$ cat config.mk
export PLATFORM = sky130hd
export DESIGN_NAME = latch_register_bank_switcher_top
export DESIGN_NICKNAME = d
export VERILOG_FILES = /design/src/hdl/lrbs_pkg.sv /design/src/hdl/latch_register_bank_switcher_top.sv /design/src/hdl/lrbs_core.sv
export SDC_FILE = /design/constraint.sdc
export NUM_CORES = 1
export LEC_CHECK = 0
export BUFFER_PORTS_ARGS = -buffer_cell sky130_fd_sc_hd__buf_2
export CAP_MARGIN = 30
export CORE_MARGIN = 1
export CORE_UTILIZATION = 35
export DETAILED_ROUTE_END_ITERATION = 10
export GPL_ROUTABILITY_DRIVEN = 0
export REMOVE_ABC_BUFFERS = 1
export SYNTH_ARGS = -nofsm -noshare
export SYNTH_HDL_FRONTEND = slang
export SYNTH_SLANG_ARGS = --single-unit
$ cat constraint.sdc
create_clock -name clock -period 3 [get_ports clock]
set_input_delay 0.75 -clock clock [delete_from_list [all_inputs] [get_ports clock]]
set_output_delay 0.75 -clock clock [all_outputs]
set_load 0.005 [all_outputs]
$ cat src/hdl/lrbs_pkg.sv
`timescale 1ns / 1ps
// ----------------------------------------------------------------------------
// Bank switcher package
// Shared types, address decode constants, variant codes and the bit-reversal
// helper used by the latch register bank switcher.
// ----------------------------------------------------------------------------
package lrbs_pkg;

   // Chip variant codes as held in the configuration register.
   localparam logic [2:0] VARIANT_36  = 3'd0;
   localparam logic [2:0] VARIANT_132 = 3'd1;
   localparam logic [2:0] VARIANT_136 = 3'd2;
   localparam logic [2:0] VARIANT_172 = 3'd3;
   localparam logic [2:0] VARIANT_173 = 3'd4;

   // Register select codes taken from address bits 1:0.
   localparam logic [1:0] SEL_LOAD   = 2'd0;
   localparam logic [1:0] SEL_INVERT = 2'd1;
   localparam logic [1:0] SEL_LATCH  = 2'd2;
   localparam logic [1:0] SEL_MODE   = 2'd3;

   // Address decode. With bits 1:0 ignored, the 0x41xx register window
   // matches the same addresses for reads and writes.
   localparam logic [15:0] REG_WINDOW_MASK = 16'hE100;
   localparam logic [15:0] REG_WINDOW      = 16'h4100;
   localparam logic [15:0] CHR_WINDOW_MASK = 16'hE200;
   localparam logic [15:0] CHR_WINDOW      = 16'h4200;

   typedef struct packed {
      logic [5:0] input_latch;
      logic [5:0] work_register;
      logic       invert_flag;
      logic       increment_mode;
      logic [1:0] prg_bank;
      logic [3:0] chr_bank;
      logic       mirror;
   } lrbs_state_type;

   typedef struct packed {
      logic [7:0] read_data;
      logic       read_is_register;
   } lrbs_read_type;

   // Keeps bits 7:6 and reverses the order of bits 5:0.
   function automatic logic [7:0] rev6(input logic [7:0] v);
      return {v[7:6], v[0], v[1], v[2], v[3], v[4], v[5]};
   endfunction

endpackage

$ cat src/hdl/latch_register_bank_switcher_top.sv
`timescale 1ns / 1ps
// ----------------------------------------------------------------------------
// Latch register bank switcher
// Cartridge bank-switch register chip with five selectable decode variants,
// processing one CPU bus access per transaction.
// ----------------------------------------------------------------------------
// Each request transaction is one CPU bus access (read or write). It lands in
// an input register, is decoded against the chip registers combinationally,
// and its result (register read value plus the bank state after the access)
// is held in a result register until the response side takes it. A new
// access is accepted every cycle while responses flow. rsp_valid rises when
// the transaction moves from the input register into the result register,
// and with no stall sustained throughput is one transaction per cycle; that
// rate is set by the update of the working register and bank state, which
// every access reads and writes in order. The
// variant register (csr_write_data, 0=36, 1=132, 2=136, 3=172, 4=173) should
// only be written while no transaction is in flight; codes 5 to 7 make the
// chip ignore every access.
module latch_register_bank_switcher_top
   import lrbs_pkg::*;
(
   input  logic        clock,
   input  logic        reset,
   input  logic        csr_write_enable,
   input  logic [2:0]  csr_write_data,
   input  logic        req_valid,
   output logic        req_stall,
   input  logic        req_mode,
   input  logic [15:0] req_address,
   input  logic [7:0]  req_write_data,
   input  logic [7:0]  req_open_bus,
   output logic        rsp_valid,
   input  logic        rsp_stall,
   output logic [7:0]  rsp_read_data,
   output logic        rsp_read_is_register,
   output logic [1:0]  rsp_prg_bank,
   output logic [3:0]  rsp_chr_bank,
   output logic        rsp_mirror_vertical
);

   // Configuration register.
   logic [2:0] variant_ff;

   // Input register stage.
   logic        in_valid_ff;
   logic        in_valid_in;
   logic        in_mode_ff;
   logic [15:0] in_address_ff;
   logic [7:0]  in_write_data_ff;
   logic [7:0]  in_open_bus_ff;

   // Chip state.
   lrbs_state_type state_ff;
   lrbs_state_type state_in;
   lrbs_read_type  read_result;

   // Result register stage.
   logic          rsp_valid_ff;
   logic          rsp_valid_in;
   lrbs_read_type rsp_read_ff;
   lrbs_state_type rsp_state_ff;

   logic out_free;
   logic advance;

   // The result register can take a new transaction when it is empty or its
   // current transaction leaves this cycle.
   assign out_free = !rsp_valid_ff || !rsp_stall;
   assign advance  = in_valid_ff && out_free;

   // The input register only holds when it is full and cannot move forward.
   assign req_stall   = in_valid_ff && !out_free;
   assign in_valid_in = req_stall ? in_valid_ff : req_valid;
   assign rsp_valid_in = out_free ? in_valid_ff : rsp_valid_ff;

   lrbs_core u_core (
      .chip_variant (variant_ff),
      .state_cur    (state_ff),
      .mode         (in_mode_ff),
      .address      (in_address_ff),
      .write_data   (in_write_data_ff),
      .open_bus     (in_open_bus_ff),
      .state_nxt    (state_in),
      .read_result  (read_result)
   );

   always_ff @(posedge clock) begin
      if (reset) begin
         variant_ff   <= VARIANT_36;
         in_valid_ff  <= 1'b0;
         rsp_valid_ff <= 1'b0;
         state_ff     <= '0;
      end else begin
         if (csr_write_enable) begin
            variant_ff <= csr_write_data;
         end
         in_valid_ff  <= in_valid_in;
         rsp_valid_ff <= rsp_valid_in;
         if (advance) begin
            state_ff <= state_in;
         end
      end
   end

   // Payload registers need no reset.
   always_ff @(posedge clock) begin
      if (req_valid && !req_stall) begin
         in_mode_ff       <= req_mode;
         in_address_ff    <= req_address;
         in_write_data_ff <= req_write_data;
         in_open_bus_ff   <= req_open_bus;
      end
      if (advance) begin
         rsp_read_ff  <= read_result;
         rsp_state_ff <= state_in;
      end
   end

   assign rsp_valid            = rsp_valid_ff;
   assign rsp_read_data        = rsp_read_ff.read_data;
   assign rsp_read_is_register = rsp_read_ff.read_is_register;
   assign rsp_prg_bank         = rsp_state_ff.prg_bank;
   assign rsp_chr_bank         = rsp_state_ff.chr_bank;
   assign rsp_mirror_vertical  = rsp_state_ff.mirror;

endmodule

$ cat src/hdl/lrbs_core.sv
`timescale 1ns / 1ps
// ----------------------------------------------------------------------------
// Bank switcher access decode
// Decodes one bus access for the selected variant and returns the updated
// register state together with the register read value.
// ----------------------------------------------------------------------------
module lrbs_core
   import lrbs_pkg::*;
(
   input  logic [2:0]     chip_variant,
   input  lrbs_state_type state_cur,
   input  logic           mode,
   input  logic [15:0]    address,
   input  logic [7:0]     write_data,
   input  logic [7:0]     open_bus,
   output lrbs_state_type state_nxt,
   output lrbs_read_type  read_result
);

   // Register writes of the 4-bit layout (variants 132 and 173).
   function automatic lrbs_state_type write_narrow(input lrbs_state_type s,
                                                   input logic [1:0] sel,
                                                   input logic [7:0] d);
      lrbs_state_type r;
      r = s;
      unique case (sel)
         SEL_LOAD: begin
            if (s.increment_mode) begin
               r.work_register = {2'b00, s.work_register[3], s.work_register[2:0] + 3'd1};
            end else if (s.invert_flag) begin
               r.work_register = {2'b00, s.input_latch[3], ~s.input_latch[2:0]};
            end else begin
               r.work_register = {2'b00, s.input_latch[3:0]};
            end
         end
         SEL_INVERT: r.invert_flag    = d[0];
         SEL_LATCH:  r.input_latch    = {2'b00, d[3:0]};
         SEL_MODE:   r.increment_mode = d[0];
      endcase
      return r;
   endfunction

   // Register writes of the 6-bit layout (variants 136 and 172).
   function automatic lrbs_state_type write_wide(input lrbs_state_type s,
                                                 input logic [1:0] sel,
                                                 input logic [7:0] d);
      lrbs_state_type r;
      r = s;
      unique case (sel)
         SEL_LOAD: begin
            if (s.increment_mode) begin
               r.work_register = {s.work_register[5:4], s.work_register[3:0] + 4'd1};
            end else if (s.invert_flag) begin
               r.work_register = {s.input_latch[5:4], ~s.input_latch[3:0]};
            end else begin
               r.work_register = s.input_latch;
            end
         end
         SEL_INVERT: r.invert_flag    = d[0];
         SEL_LATCH:  r.input_latch    = d[5:0];
         SEL_MODE:   r.increment_mode = d[0];
      endcase
      return r;
   endfunction

   // Register writes of the 2-bit layout (variant 36), data on bits 5:4.
   function automatic lrbs_state_type write_36(input lrbs_state_type s,
                                               input logic [1:0] sel,
                                               input logic [7:0] d);
      lrbs_state_type r;
      r = s;
      unique case (sel)
         SEL_LOAD: begin
            if (s.increment_mode) begin
               r.work_register = {4'b0000, s.work_register[1:0] + 2'd1};
            end else if (s.invert_flag) begin
               r.work_register = {4'b0000, ~s.input_latch[1:0]};
            end else begin
               r.work_register = {4'b0000, s.input_latch[1:0]};
            end
         end
         SEL_INVERT: r.invert_flag    = d[4];
         SEL_LATCH:  r.input_latch    = {4'b0000, d[5:4]};
         SEL_MODE:   r.increment_mode = d[4];
      endcase
      return r;
   endfunction

   logic       reg_hit;
   logic       chr_hit;
   logic       commit;
   logic [1:0] sel;
   logic [7:0] read_wide;

   assign reg_hit = (address & REG_WINDOW_MASK) == REG_WINDOW;
   assign chr_hit = (address & CHR_WINDOW_MASK) == CHR_WINDOW;
   assign commit  = address[15];
   assign sel     = address[1:0];

   // Read layout shared by variants 136 and 172.
   assign read_wide = {open_bus[7:6],
                       state_cur.invert_flag ? ~state_cur.work_register[5:4]
                                             : state_cur.work_register[5:4],
                       state_cur.work_register[3:0]};

   always_comb begin
      state_nxt   = state_cur;
      read_result = '0;
      unique case (chip_variant)
         VARIANT_36: begin
            if (mode) begin
               if (reg_hit) begin
                  state_nxt = write_36(state_cur, sel, write_data);
               end
               if (chr_hit) begin
                  state_nxt.chr_bank = write_data[3:0];
               end else if (!reg_hit && commit) begin
                  state_nxt.prg_bank = state_cur.work_register[1:0];
               end
            end else if (reg_hit) begin
               read_result.read_is_register = 1'b1;
               read_result.read_data = {open_bus[7:6], state_cur.work_register[1:0],
                                        open_bus[3:0]};
            end
         end
         VARIANT_132, VARIANT_173: begin
            if (mode) begin
               if (reg_hit) begin
                  state_nxt = write_narrow(state_cur, sel, write_data);
               end else if (commit) begin
                  if (chip_variant == VARIANT_132) begin
                     state_nxt.chr_bank = {2'b00, state_cur.work_register[1:0]};
                     state_nxt.prg_bank = {1'b0, state_cur.work_register[2]};
                  end else begin
                     state_nxt.chr_bank = {2'b00, ~state_cur.invert_flag,
                                           state_cur.work_register[0]};
                  end
               end
            end else if (reg_hit && chip_variant == VARIANT_132) begin
               read_result.read_is_register = 1'b1;
               read_result.read_data = {open_bus[7:4],
                                        state_cur.invert_flag ? ~state_cur.work_register[3]
                                                              : state_cur.work_register[3],
                                        state_cur.work_register[2:0]};
            end
         end
         VARIANT_136, VARIANT_172: begin
            if (mode) begin
               if (reg_hit) begin
                  state_nxt = write_wide(state_cur, sel,
                                         (chip_variant == VARIANT_172) ? rev6(write_data)
                                                                       : write_data);
               end else if (commit) begin
                  state_nxt.chr_bank = {2'b00, state_cur.work_register[1:0]};
                  if (chip_variant == VARIANT_172) begin
                     state_nxt.mirror = state_cur.invert_flag;
                  end
               end
            end else if (reg_hit) begin
               read_result.read_is_register = 1'b1;
               read_result.read_data = (chip_variant == VARIANT_172) ? rev6(read_wide)
                                                                     : read_wide;
            end
         end
         default: begin
            // Unassigned variant codes ignore every access.
            state_nxt   = state_cur;
            read_result = '0;
         end
      endcase
   end

endmodule

After elaboration in Yosys (flattened, before gate mapping) --
Cells that the tools add are included.
Cells by class: $add $sub $neg 3, equal/unequal tests 29, mux-type cells 46, bitwise operators 6, reduce and logical (&&, ||, !) cells 22
Operators by type and width (number):
- $mux W21 | 4
- $mux W6 | 11
- $pmux W21 S3 | 1
- $mux W9 | 6
- $reduce_and A11 Y1 | 4
- $pmux W9 S3 | 1
- $reduce_and A12 Y1 | 2
- $ne A2 B1 Y1 const B | 11
- $ne A2 B2 Y1 const B | 9
- $mux W16 | 1
- $mux W14 | 1
- $mux W2 | 7
- $mux W4 | 3
- $mux W5 | 2
- $eq A4 B3 Y1 const B | 2
- $mux W1 | 8
- $eq A3 B2 Y1 const B | 2
- $logic_and A1 B1 Y1 | 5
- $logic_not A1 Y1 | 5
- $add A4 B1 Y4 const B | 1
- $eq A2 B2 Y1 const B | 2
- $not A2 Y2 | 2
- $not A4 Y4 | 1
- $reduce_or A2 Y1 | 2
- other kinds (12) | 13
Word-level totals: register bits 73, input port bits 41, output and inout bits 18, word-level logic and storage cells 127

Depth between registers and ports, before layout --
Gate-level depths: netlist (run 1).
depth in word-level cells 9, gate-level depth with buffers 7, gate-level depth less buffers 5

Cells and area by module --
Synthesis (run 1) repeated with hierarchy kept, for this count alone.
Second synthesis, totals: cell total of the unflattened synthesis 318, area, all modules 3636.0 um^2
Modules (own cells, without submodules):
- latch_register_bank_switcher_top | instances 1, cells an instance 159, area an instance 2606.2 um^2, sequential area each 1991.9 um^2
- lrbs_core | instances 1, cells an instance 159, area an instance 1029.7 um^2, sequential area each 0.0 um^2

Worst setup path before layout (run 1) --
Ideal clock, no wire load.
kind input to register, from in rsp_stall, to reg in_address_ff[0] (enable), data arrival time 1.977 ns, required time 2.597 ns, slack 0.620 ns, cell stages on the path 2, buffers on the path 0, cell sequence and3_1 > nor2b_1
Between the ends: word-level cells in the longest chain between the ends 6
Ends and longest elaborated chain:
- start: declaration | line latch_register_bank_switcher_top.sv:33 | input logic rsp_stall,
- $logic_not A1 Y1 | line latch_register_bank_switcher_top.sv:68 | assign out_free = !rsp_valid_ff || !rsp_stall;
- $logic_or A1 B1 Y1 | line latch_register_bank_switcher_top.sv:68
- $logic_not A1 Y1 | line latch_register_bank_switcher_top.sv:72 | assign req_stall = in_valid_ff && !out_free;
- $logic_and A1 B1 Y1 | line latch_register_bank_switcher_top.sv:72
- $logic_not A1 Y1 | line latch_register_bank_switcher_top.sv:107 | if (req_valid && !req_stall) begin
- $logic_and A1 B1 Y1 | line latch_register_bank_switcher_top.sv:107
- end signal: assignment | line latch_register_bank_switcher_top.sv:109 | in_address_ff <= req_address;
- end: declaration | line latch_register_bank_switcher_top.sv:48 | logic [15:0] in_address_ff;
Every way passes these cells. A chain may end at the register's enable or synchronous reset.

==> results of run 1 <==
report_power, final:
part | internal, mW | leakage (nW) | total (mW) | switching, mW
sequential | 0.967 | 0.571 | 0.995 | 0.0275
combinational | 0.0640 | 0.655 | 0.146 | 0.0820
clock | 0.487 | 0.108 | 0.805 | 0.318
final cells by class:
class	count	area share
sequential	64	0.462
multi-input combinational	190	0.361
timing repair buffer	52	0.0759
clock buffer	12	0.0404
tap	105	0.0365
clock inverter	4	0.0191
inverter	5	0.00522
flip-flops by register name, summed over array words and instances (netlist names):
register	count
state_ff	21
rsp_prg_bank	2
in_valid_ff	1
in_write_data_ff	6
in_address_ff	7
rsp_valid	1
rsp_chr_bank	4
rsp_mirror_vertical	1
rsp_read_is_register	1
in_open_bus_ff	8
rsp_read_data	8
variant_ff	3
in_mode_ff	1
layer usage:
metal  vias to the layer above  share of wire  track usage
li1                       1124              -            -
met1                      1049           0.45        0.195
met2                        70           0.48        0.270
met3                        12          0.055       0.0598
met4                         0          0.024       0.0732
met5                         -              0            0
cells in the mapped netlist, types with 4 or more instances:
master / count
nor3_1: 7
clkbuf_1: 9
o21a_1: 4
buf_2: 4
a221o_1: 4
and2_1: 4
nand4_1: 4
a21oi_1: 13
mux2_2: 7
a21o_1: 4
nor2b_1: 9
a211oi_1: 5
nand3_1: 8
inv_1: 4
dfxtp_1: 26
nor2_1: 17
mux2i_1: 12
edfxtp_1: 38
nand2_1: 30
xnor2_1: 6
o21ai_0: 7
final timing paths:
path                                endpoint  slack (ns)  cells after the start
hold / removal      state_ff[5]$_SDFFE_PP0P_        0.46                      2
setup reg to reg  rsp_read_data[0]$_DFFE_PP_        0.79                      4
setup / recovery  rsp_read_data[0]$_DFFE_PP_        0.79                      4
hold reg to reg     state_ff[5]$_SDFFE_PP0P_        0.46                      2
worst max-delay path, delay by kind of cell (launching register included):
family,cells,cell delay [ns]
AOI/OAI and AO/OA,2,0.42
and+or+nand+nor,2,1.16
DFF,1,0.50
logic make-up after synthesis:
| kind of cell | share of synthesized area |
|---|---|
| flip-flops | 0.545 |
| XOR/XNOR | 0.0259 |
| buffers and inverters | 0.0300 |
| AO/OA/AOI/OAI | 0.135 |
| multiplexers | 0.0727 |
| AND/OR/NAND/NOR | 0.187 |
| adder cells (fa/ha/maj) | 0.00411 |
per-stage QoR:
stage                     power, mW  std cells
after floorplan                1.09        259
after detailed placement       1.16        416
after CTS                      1.97        432
after global placement         1.16        416
after global routing           2.04        432
final                          1.95        432
==> qor.yml, run 1 <==
p_leak_nw: 1.33
hp-start: "state_ff[5]$_SDFFE_PP0P_"
synth_seq_area_share: 0.545
final_nets: 364
synth_area_leader_cell: "edfxtp_1"
hold_ws_ns: 0.461
wl_per_cell_um: 15.7
clk_pin_slew_worst_paths_ns: 0.07
crit_type: "reg -> reg"
die-height_um: 95.3
end_kind: "flip-flop"
crit_arrival_ns: 2.42
maxSlewHeadroom: 0.526
h-tree-depth: 3
crit_chain: "nand4bb_1, nor3_1, o21a_1, a221o_1"
via_count: 2255
place_ws_ns: 0.713
synth.distinct_cells: 54
clock-sinks: 64
syn_area_per_cell_um2: 11.1
ff_latch_area_mm2: 0.00166
drtPass1Iterations: 4
slew_violations: 0
dpl-instance-area_mm2: 0.00338
rsz0062_at_grt: "no"
start_util: 0.365
synth-edff-count: 38
setup-violations-final: 0
hold_class: "reg -> reg"
numCtsBuffers: 9
worst_pin_slew_ns: 0.705
post-route-period-util: 0.736
holdBufCountCts: 0
startpoint_type: "flip-flop"
cts_root_buf: "clkbuf_8"
grt_overflow_total: 0
cts_setup_buffers: 0
drv_cap: 0
rows: 33
vdd_drop_max_v: 0.000224
syn_inst: 275
worstPathRequired_ns: 3.21
antenna_found_initial: 0
port_buffers: 47
utilization: 0.431
cp_max_fo: 7
slowest_stage: "nor3_1"
wirelength_um: 6790
area_growth_pct: 18.0
fmax_ghz: 0.453
timing.setup.tns_ns: 0
grtUsageTotal: 0.166
num_io_pins: 59
synth_area_mm2: 0.00305
cts_resized: 0
final_cell_mix: "buf_2, edfxtp_1, nand2_1, dfxtp_1, nor2_1"
vias_per_cell: 5.22
stdcell_area_mm2: 0.00359
startpoint: "in_address_ff[15]$_DFFE_PP_"
die_width_um: 95.3
clock_skew_ns: 0.00924
grt_pass1_wl_um: 11000
reg2reg_from: "in_address_ff[15]$_DFFE_PP_"
finalCriticalPeriod_ns: 2.21
cts_buffer_depth: 2
cts_tree: "built"
async_flop_share: 0
drt_iter0_markers: 164
grt_max_degree: 22
yosysWarnings: 0
status: "complete, no violations"
yosys_register_bits: 64
nFillCells: 825
coreArea_mm2: 0.00834
hold_violations: 0
grt_pass1_vias: 2225
synth_top_area_frac: 0.375
dieArea_mm2: 0.00908
drive_gt1_frac: 0.245
crit_path_max_incr_delay_ns: 0.68
powerDensity_mw_per_mm2: 541
dp_hpwl_um: 4810
ant_nets: 0
drcViolationCount: 0
synth_ff_type: "edfxtp_1"
netlist_top_cells_area: "edfxtp_1, dfxtp_1, mux2i_1"
final_common_cell: "buf_2"
multi_input_area_mm2: 0.00130
worstSkewPairLatency_ns: 0.34
setup_ws_ns: 0.791
antenna_cells: 0
Note: power is estimated with default switching activity, not from simulation.
==> run 2: changes to the inputs <==
Clock period 3 ns to 2.25 ns, I/O delays scaled along.
==> run 2 against run 1 <==
Net effect:
- via count up 3.2%
- clock power up 53%
- global-route usage fell by 0.26 points
- largest power group unchanged
==> qor.yml, run 2 (same netlist as run 1, synthesis figures left out) <==
reg2reg_depth: 4  # unchanged
hold_ws_ns: 0.383  # was 0.461 ns
wl_per_cell_um: 15.3  # was 15.7 µm
drive_gt1_frac: 0.274  # was 0.245
utilization: 0.444  # was 0.431
slew_violations: 0  # unchanged
largest_reg_flops: 21  # unchanged
worstPathRequired_ns: 2.54  # was 3.21 ns
cts_buffer_depth: 2  # unchanged
clock_skew_ns: 0.0102  # was 0.00924 ns
hold_class: "in -> reg"  # was reg -> reg
pwr-share-seq: 0.479  # was 0.511
dp_hpwl_um: 4840  # was 4810 µm
ant_nets: 0  # unchanged
clk_pin_slew_worst_paths_ns: 0.07  # about the same
wirelength_um: 6750  # was 6790 µm
finalCriticalPeriod_ns: 1.94  # was 2.21 ns
startpoint_type: "flip-flop"  # unchanged
crit_type: "reg -> reg"  # unchanged
p_leak_nw: 1.40  # was 1.33 nW
final_common_cell: "buf_2"  # unchanged
rows: 33  # unchanged
cp_max_fo: 6  # was 7
antenna_found_initial: 0  # unchanged
rsz0062_at_grt: "no"  # unchanged
crit_arrival_ns: 2.23  # was 2.42 ns
setup-violations-final: 0  # unchanged
powerDensity_mw_per_mm2: 746  # was 541 mW/mm²
slowest_stage: "nor4bb_1"  # was nor3_1
crit_chain: "nor4bb_1, nand4_1, nor3_1, a21o_1"  # was nand4bb_1, nor3_1, o21a_1, a221o_1
crit_path_max_incr_delay_ns: 0.58  # was 0.68 ns
die_width_um: 95.3  # unchanged
min_path_cells: 1  # was 2
holdBufCountCts: 0  # unchanged
status: "complete, no violations"  # unchanged
post-route-period-util: 0.862  # was 0.736
die-height_um: 95.3  # unchanged
path_depth: 4  # unchanged
grtUsageTotal: 0.163  # was 0.166
worst_pin_slew_ns: 0.582  # was 0.705 ns
antenna_cells: 0  # unchanged
coreArea_mm2: 0.00834  # unchanged
grt_pass1_vias: 2226  # was 2,225
pwr-share-clk: 0.446  # was 0.414
sw_frac_of_total: 0.212  # was 0.219
fmax_ghz: 0.515  # was 0.453 GHz
cts_resized: 0  # unchanged
cts_root_buf: "clkbuf_8"  # unchanged
final_nets: 373  # was 364
power.switching_mw: 0.585  # was 0.427 mW
critPathBufInv: 0  # unchanged
numCtsBuffers: 9  # unchanged
num_io_pins: 59  # unchanged
p_total_mw: 2.76  # was 1.95 mW
top_register: "state_ff"  # unchanged
vdd_drop_max_v: 0.000284  # was 0.000224 V
maxSlewHeadroom: 0.607  # was 0.526
area_growth_pct: 21.5  # was 18.0%
crit_family: "simple AND/OR/NAND/NOR gates"  # unchanged
port_buffers: 47  # unchanged
clock-sinks: 64  # unchanged
worstSkewPairLatency_ns: 0.35  # was 0.34 ns
grt_max_degree: 23  # was 22
timing.setup.tns_ns: 0  # unchanged
setup_ws_ns: 0.310  # was 0.791 ns
end_kind: "flip-flop"  # unchanged
drtPass1Iterations: 4  # unchanged
via_count: 2328  # was 2,255
h-tree-depth: 3  # unchanged
grt_overflow_total: 0  # unchanged
hold_violations: 0  # unchanged
drv_cap: 0  # unchanged
cts_setup_buffers: 0  # unchanged
drcViolationCount: 0  # unchanged
drt_iter0_markers: 170  # was 164
start_util: 0.365  # unchanged
place_ws_ns: 0.330  # was 0.713 ns
grt_pass1_wl_um: 10800  # was 11,000 µm
power.internal_mw: 2.18  # was 1.52 mW
comb_power_share: 0.075  # about the same
dieArea_mm2: 0.00908  # unchanged
final_cell_mix: "buf_2, edfxtp_1, nand2_1, dfxtp_1, nor2_1"  # unchanged
cts_tree: "built"  # unchanged
vias_per_cell: 5.28  # was 5.22
==> run 2: metal layers <==
| metal | vias to the layer above | GRT usage | wire length [µm] |
|---|---|---|---|
| li1 | 1139 | - | - |
| met1 | 1125 | 0.193 | 2950 |
| met4 | 0 | 0.0492 | 79 |
| met3 | 6 | 0.0558 | 380 |
| met5 | - | 0 | 0 |
| met2 | 58 | 0.277 | 3340 |
==> run 2: worst reg2reg max path, delay by kind of cell (launching register included) <==
| family | cells | cell delay [ns] |
|---|---|---|
| and+or+nand+nor | 3 | 1.23 |
| DFF | 1 | 0.50 |
| AOI/OAI and AO/OA | 1 | 0.15 |
==> run 2: worst paths after layout <==
| check | end | slack (ns) | from |
|---|---|---|---|
| worst max-delay path | state_ff[14]$_SDFFE_PP0P_ | 0.31 | in_address_ff[15]$_DFFE_PP_ |
| worst min-delay path | in_write_data_ff[4]$_DFFE_PP_ | 0.38 | req_write_data[4] |
| worst max register to register | state_ff[14]$_SDFFE_PP0P_ | 0.31 | in_address_ff[15]$_DFFE_PP_ |
| worst min register to register | state_ff[13]$_SDFFE_PP0P_ | 0.46 | state_ff[19]$_SDFFE_PP0P_ |
==> run 2: final cells by class <==
cell class | instances | area, µm²
fillers | 814 | 4640
flip-flops and latches | 64 | 1660
multi-input cells | 190 | 1300
repair buffers | 61 | 340
clock buffers | 11 | 151
well taps | 105 | 131
clock inverters | 5 | 103
inverters | 5 | 18.8
==> run 2: power groups by stage <==
stage / clock network (mW) / logic [mW] / registers, mW
after floorplan: 0 / 0.101 / 1.35
after detailed placement: 0 / 0.208 / 1.35
after global placement: 0 / 0.205 / 1.35
final: 1.23 / 0.207 / 1.32
after global routing: 1.32 / 0.230 / 1.33
after CTS: 1.26 / 0.209 / 1.32
==> run 2: metrics by stage <==
| step | cell area [µm²] | instances |
|---|---|---|
| after floorplan | 2970 | 259 |
| after global placement | 3450 | 425 |
| after detailed placement | 3450 | 425 |
| after CTS | 3700 | 441 |
| after global routing | 3700 | 441 |
| final | 3700 | 441 |
